[config.mk]
export PLATFORM = sky130hd
export DESIGN_NAME = asc_scale
export DESIGN_NICKNAME = d
export VERILOG_FILES = /design/src/design/asc_pkg.sv /design/src/design/asc_scale.sv
export SDC_FILE = /design/constraint.sdc
export NUM_CORES = 1
export LEC_CHECK = 0
export ABC_AREA = 1
export BUFFER_PORTS_ARGS = -buffer_cell sky130_fd_sc_hd__buf_2
export CAP_MARGIN = 30
export CORE_ASPECT_RATIO = 0.9
export CORE_MARGIN = 2
export CORE_UTILIZATION = 50
export CTS_BUF_LIST = sky130_fd_sc_hd__clkbuf_16
export DETAILED_ROUTE_END_ITERATION = 12
export PLACE_DENSITY = 0.7
export SLEW_MARGIN = 20
export SYNTH_ARGS = -nofsm -noshare
export SYNTH_HDL_FRONTEND = slang
export SYNTH_SLANG_ARGS = --single-unit
[constraint.sdc]
create_clock -name clk -period 7 [get_ports clk]
set_input_delay 1.4 -clock clk [delete_from_list [all_inputs] [get_ports clk]]
set_output_delay 1.4 -clock clk [all_outputs]
set_load 0.1 [all_outputs]
[src/design/asc_pkg.sv]
package asc_pkg;

    localparam int SAMPLE_W = 16;
    localparam int GAIN_W   = 25;
    localparam int OFFSET_W = 22;
    localparam int STRIDE_W = 16;
    localparam int CHAN_W   = 4;
    localparam int X_W      = 25;
    localparam int CV_W     = 15;
    localparam int PROD_W   = GAIN_W + SAMPLE_W;
    localparam int SUM_W    = PROD_W + 1;
    localparam int FRAC_W   = 16;

    localparam int CFG_INDEX_W = 2;
    localparam int CFG_DATA_W  = 25;

    localparam logic signed [SUM_W-1:0] ROUND_HALF = SUM_W'(32768);
    localparam logic signed [SUM_W-1:0] X_LIMIT    = SUM_W'(8601600);
    localparam logic signed [X_W-1:0]   CV_LIMIT   = X_W'(12288);

    localparam logic signed [GAIN_W-1:0]   GAIN_RESET   = GAIN_W'(65536);
    localparam logic signed [OFFSET_W-1:0] OFFSET_RESET = '0;
    localparam logic [STRIDE_W-1:0]        STRIDE_RESET = STRIDE_W'(400);

    typedef enum logic [CFG_INDEX_W-1:0] {
        REG_GAIN   = 2'd0,
        REG_OFFSET = 2'd1,
        REG_STRIDE = 2'd2
    } reg_index_t;

    typedef struct packed {
        logic start;
        logic ch_zero;
    } win_req_t;

    typedef struct packed {
        logic done;
    } win_status_t;

endpackage

[src/design/asc_scale.sv]
module asc_scale (
    input  logic                                 clk,
    input  logic signed [asc_pkg::SAMPLE_W-1:0]  sample,
    input  logic signed [asc_pkg::GAIN_W-1:0]    gain,
    input  logic signed [asc_pkg::OFFSET_W-1:0]  offset,
    output logic signed [asc_pkg::X_W-1:0]       x
);

    logic signed [asc_pkg::PROD_W-1:0] prod_reg;
    logic signed [asc_pkg::SUM_W-1:0]  rounded;
    logic signed [asc_pkg::SUM_W-1:0]  sum;
    logic signed [asc_pkg::X_W-1:0]    x_next;
    logic signed [asc_pkg::X_W-1:0]    x_reg;

    // Adding one half before the arithmetic shift rounds to nearest, halves up.
    always_comb
    begin
        rounded = (asc_pkg::SUM_W'(prod_reg) + asc_pkg::ROUND_HALF) >>> asc_pkg::FRAC_W;
        sum     = rounded + asc_pkg::SUM_W'(offset);
        if (sum > asc_pkg::X_LIMIT)
        begin
            x_next = asc_pkg::X_W'(asc_pkg::X_LIMIT);
        end
        else if (sum < -asc_pkg::X_LIMIT)
        begin
            x_next = asc_pkg::X_W'(-asc_pkg::X_LIMIT);
        end
        else
        begin
            x_next = sum[asc_pkg::X_W-1:0];
        end
    end

    always_ff @(posedge clk)
    begin
        prod_reg <= asc_pkg::PROD_W'(gain) * asc_pkg::PROD_W'(sample);
        x_reg    <= x_next;
    end

    assign x = x_reg;

endmodule

# Word level (Yosys, flattened, before mapping)
# Cells that the tools add are included.
[word_totals] wordCells=10 register_bits=66 out_inout_bits=25 in_bits=64
[classes] n_reduce_logical=1 n_lt_le_gt_ge=2 n_mul=1 add_sub_neg=2 muxes=1
[op_table] cell="41-bit by 17-bit adder with 42-bit output, second input constant" count=1
[op_table] cell="25-bit by 16-bit multiplier with 41-bit output" count=1
[op_table] cell="26-bit by 22-bit adder with 27-bit output" count=1
[op_table] cell="27-bit by 25-bit greater-than comparator with 1-bit output, second input constant" count=1
[op_table] cell="27-bit by 25-bit < comparator with 1-bit output, second input constant" count=1
[op_table] cell="25-bit 2-to-1 mux" count=1
[op_table] cell="2-bit OR reduction" count=1

# Longest topological paths before layout
[depth] ltp_word=4 depth_mapped=30 depth_no_buf=29

# Worst setup path after synthesis
# No wires, ideal clock.
[synth_path] path_type="input to register" from="input port gain[14] (netlist bit)" to="register prod_reg[33] (netlist bit)" setup_slack_ns=0.106 cell_stages=26 path_buffers=2 setup_time_ns=0.072 t_arrival_ns=6.822 required_time_ns=6.928 path_cell_list="clkbuf_1 clkbuf_1 nand2_1 fa_1 inv_1 fa_1 inv_1 fa_1 inv_1 fa_1 fa_1 inv_1 fa_1 inv_1 ha_1 nand2_1 nor2_1 inv_1 nor3_1 inv_1 nor4_1 a21oi_1 o21ai_0 nand2_1 nand2_1 xor2_1"
[synth_between] elab_chain_len=1
[synth_lines] item="start, declared" line="asc_scale.sv:4" text="input logic signed [asc_pkg::GAIN_W-1:0] gain,"
[synth_lines] item="25-bit by 16-bit multiplier with 41-bit output" line="asc_scale.sv:36" text="prod_reg <= asc_pkg::PROD_W'(gain) * asc_pkg::PROD_W'(sample);"
[synth_lines] item="end signal, assigned" line="asc_scale.sv:36"
[synth_lines] item="end, declared" line="asc_scale.sv:9" text="logic signed [asc_pkg::PROD_W-1:0] prod_reg;"
# Every way passes these cells.
# A chain may end at the register's enable or synchronous reset.

# Worst setup path in the final report
[layout_path] from="input port sample[10] (netlist bit)" to="register prod_reg[36] (netlist bit)"
[layout_between] elab_chain_len=1
[layout_lines] item="start, declared" line="asc_scale.sv:3" text="input logic signed [asc_pkg::SAMPLE_W-1:0] sample,"
[layout_lines] item="25-bit by 16-bit multiplier with 41-bit output" line="asc_scale.sv:36"
# Every way passes these cells.

==> out/results.ini <==
[sta]
drv_slew=0
layout_setup_ws_ns=0.329
relSlewSlack=0.645
min_period_over_period=0.953
finClkSkew_ns=0.0173
max_freq_mhz=150
fin_crit_ns=6.67
worstMarginPinSlew_ns=0.533
setup_viol=0
rsz0062_at_grt=false
tns_ns=0
hold_viol_final=0

[global_route]
grt_overflow=0
met2_usage=0.431
grt_pass1_wl_mm=78.7
antenna_found_initial=0
grtUsageMet1=0.332
grt_busiest_layer=met2
grt_max_degree=26
grtUsageTotal=0.247
grt_pass1_vias=16500
grtUsageMet3=0.0285

[clock_network]
cts_hold_buf=0
cts_tree=built
root_buffer=clkbuf_16
clock_latency_ns=0.31
clkTransAtPathRegs_ns=0.07
cts_setup_buffers=0
cts_buffers=5
cts_max_path_buffers=2
cts.sink_count=51
cts_max_level=2

[worst_setup_path]
path_cells=buf_2, nand2_1, fa_1, inv_1, fa_1, fa_1, fa_1, fa_1, inv_1, fa_1, inv_1, ha_1, buf_4, a21oi_1, o21ai_0, nand2_1, nand4_1, nand3_1, nand2_1, a21oi_1, xnor2_1
cp_num_buf_inv=5
arrival_ns=6.91
rr_startpoint=prod_reg[15]
worst_setup_path_end_kind=flop
criticalPathCategory=input pin to flop
cp_common_cell=fa_1
cpMaxStageDelayCell=fa_1
path_max_fanout=18
critPathLaunchType=input pin
cp_top_family=adder cells
cpPeakStageDelay_ns=0.56
startpoint=sample[10]
cp.required_ns=7.23

[finish]
finalNonFillerCells=3098
layout-drive-gt1-share=0.0822
antenna_cells=0
final_nets=3190
syn_to_final_growth_pct=7.59
largest_reg_flops=26

[die]
num_rows=67
start_util=0.504
num_io_pins=89
die_y_um=187
die_area_um2=38800
core_area_um2=37000
die-width_um=207

[route]
first_pass_iters=5
drc_errors=0
ant_nets=0
num_vias=15200
drt_iter0_drc=821
viasPerCell=4.91
routed_wl_mm=45.4
wl_per_cell_um=14.6

[placed_design]
dp_slack_ns=-0.133
placed_cells=3090
gp_congestion=0.914
place_hpwl_mm=40.2
portBuffers=88

[logic_synthesis]
synth_compound_area_frac=0.0390
yosys-top-cells-area=fa_1, inv_1, nand2_1
synth_area_per_cell_um2=7.32
synthMuxAreaShare=0
yosysUniqueCellTypes=44
ys_seq_area_frac=0.0548
syn-num-nets=3119
synth.ff_latch_count=51
yosysWarnings=0
yosysTopAreaCell=fa_1
async_reset_ff_frac=0
ys.flop_type=dfxtp_1
synthAdderAreaFrac=0.500
synth_top_cell_area_share=0.417
syn_inst=2543
synth_top_family_by_area=adder cells
synth_edf_count=0
yosys-top-cells-count=inv_1, nand2_1, fa_1
synth.most_common_cell=inv_1
synth_xor_area_frac=0.0282
synth_area_um2=18600
synth_simple_gate_area_share=0.200

[min_path]
hp-class=flop to flop
hp-start=prod_reg[16]

[run]
drv_cap=0

[status]
status=finished clean

==> tightest hold or removal path, stage by stage (launching register included) <==
cell and delay, ns:
dfxtp_1 0.34, ha_1 0.16, ha_1 0.13, inv_1 0.04, nor2_1 0.09
==> layer usage <==
layer	wire length, um	vias to the layer above
met5	0	-
met4	912	0
met3	2430	75
met2	21800	410
met1	20200	7401
li1	-	7321
==> final timing paths <==
path / endpoint / slack, ns / cells past startpoint
max: prod_reg[36] / 0.33 / 21
min: x[0] / 0.80 / 4
max reg2reg: x[10] / 2.70 / 27
min reg2reg: x[0] / 0.80 / 4
==> cells in the final DEF, fill, tap and decap left out, types with 6 or more instances in the layout <==
| cell type | n |
|---|---|
| clkbuf_4 | 7 |
| buf_2 | 81 |
| nand2_2 | 7 |
| nor2_1 | 119 |
| fa_1 | 388 |
| or2_2 | 10 |
| o21ai_0 | 29 |
| ha_1 | 124 |
| nand3_1 | 48 |
| nor3_1 | 16 |
| buf_4 | 60 |
| a21oi_1 | 69 |
| xnor2_1 | 17 |
| dfxtp_1 | 51 |
| nor2_2 | 16 |
| xor2_1 | 43 |
| inv_1 | 784 |
| inv_2 | 6 |
| nand4_1 | 19 |
| nand2_1 | 660 |
==> repair_timing <==
| action | CTS | global route |
|---|---|---|
| gates resized for setup | 0 | 14 |
| endpoints found under the setup margin | 0 | 12 |
| hold endpoints to repair | 0 | 0 |
==> layout make-up <==
type / instances / area (um2)
Tap cell: 483 / 604
Inverter: 790 / 2970
Timing Repair Buffer: 152 / 988
Clock buffer: 5 / 125
Sequential cell: 51 / 1020
Fill cell: 3508 / 16900
Multi-Input combinational cell: 1614 / 14300
Clock inverter: 3 / 22.5
==> stage by stage <==
step | hold WS, ns | util | cell area (um2)
after floorplan | 0.677 | - | 18600
after global placement | 0.768 | 0.537 | 19900
after detailed placement | 0.790 | 0.537 | 19900
after CTS | 0.816 | 0.541 | 20000
after global routing | 0.870 | 0.542 | 20000
final | 0.802 | 0.542 | 20000
==> kinds of logic (layout without fill, tap and decap cells) <==
family	count (synthesis)	in the layout
buffers and inverters	878	950
AO/OA/AOI/OAI	130	130
XOR/XNOR	60	60
AND/OR/NAND/NOR	912	912
adder cells (fa/ha/maj)	512	512
flip-flops	51	51
Power is left out: the tool's default activity adds up to more than one toggle a clock period on the data nets, which glitch-free logic cannot reach.
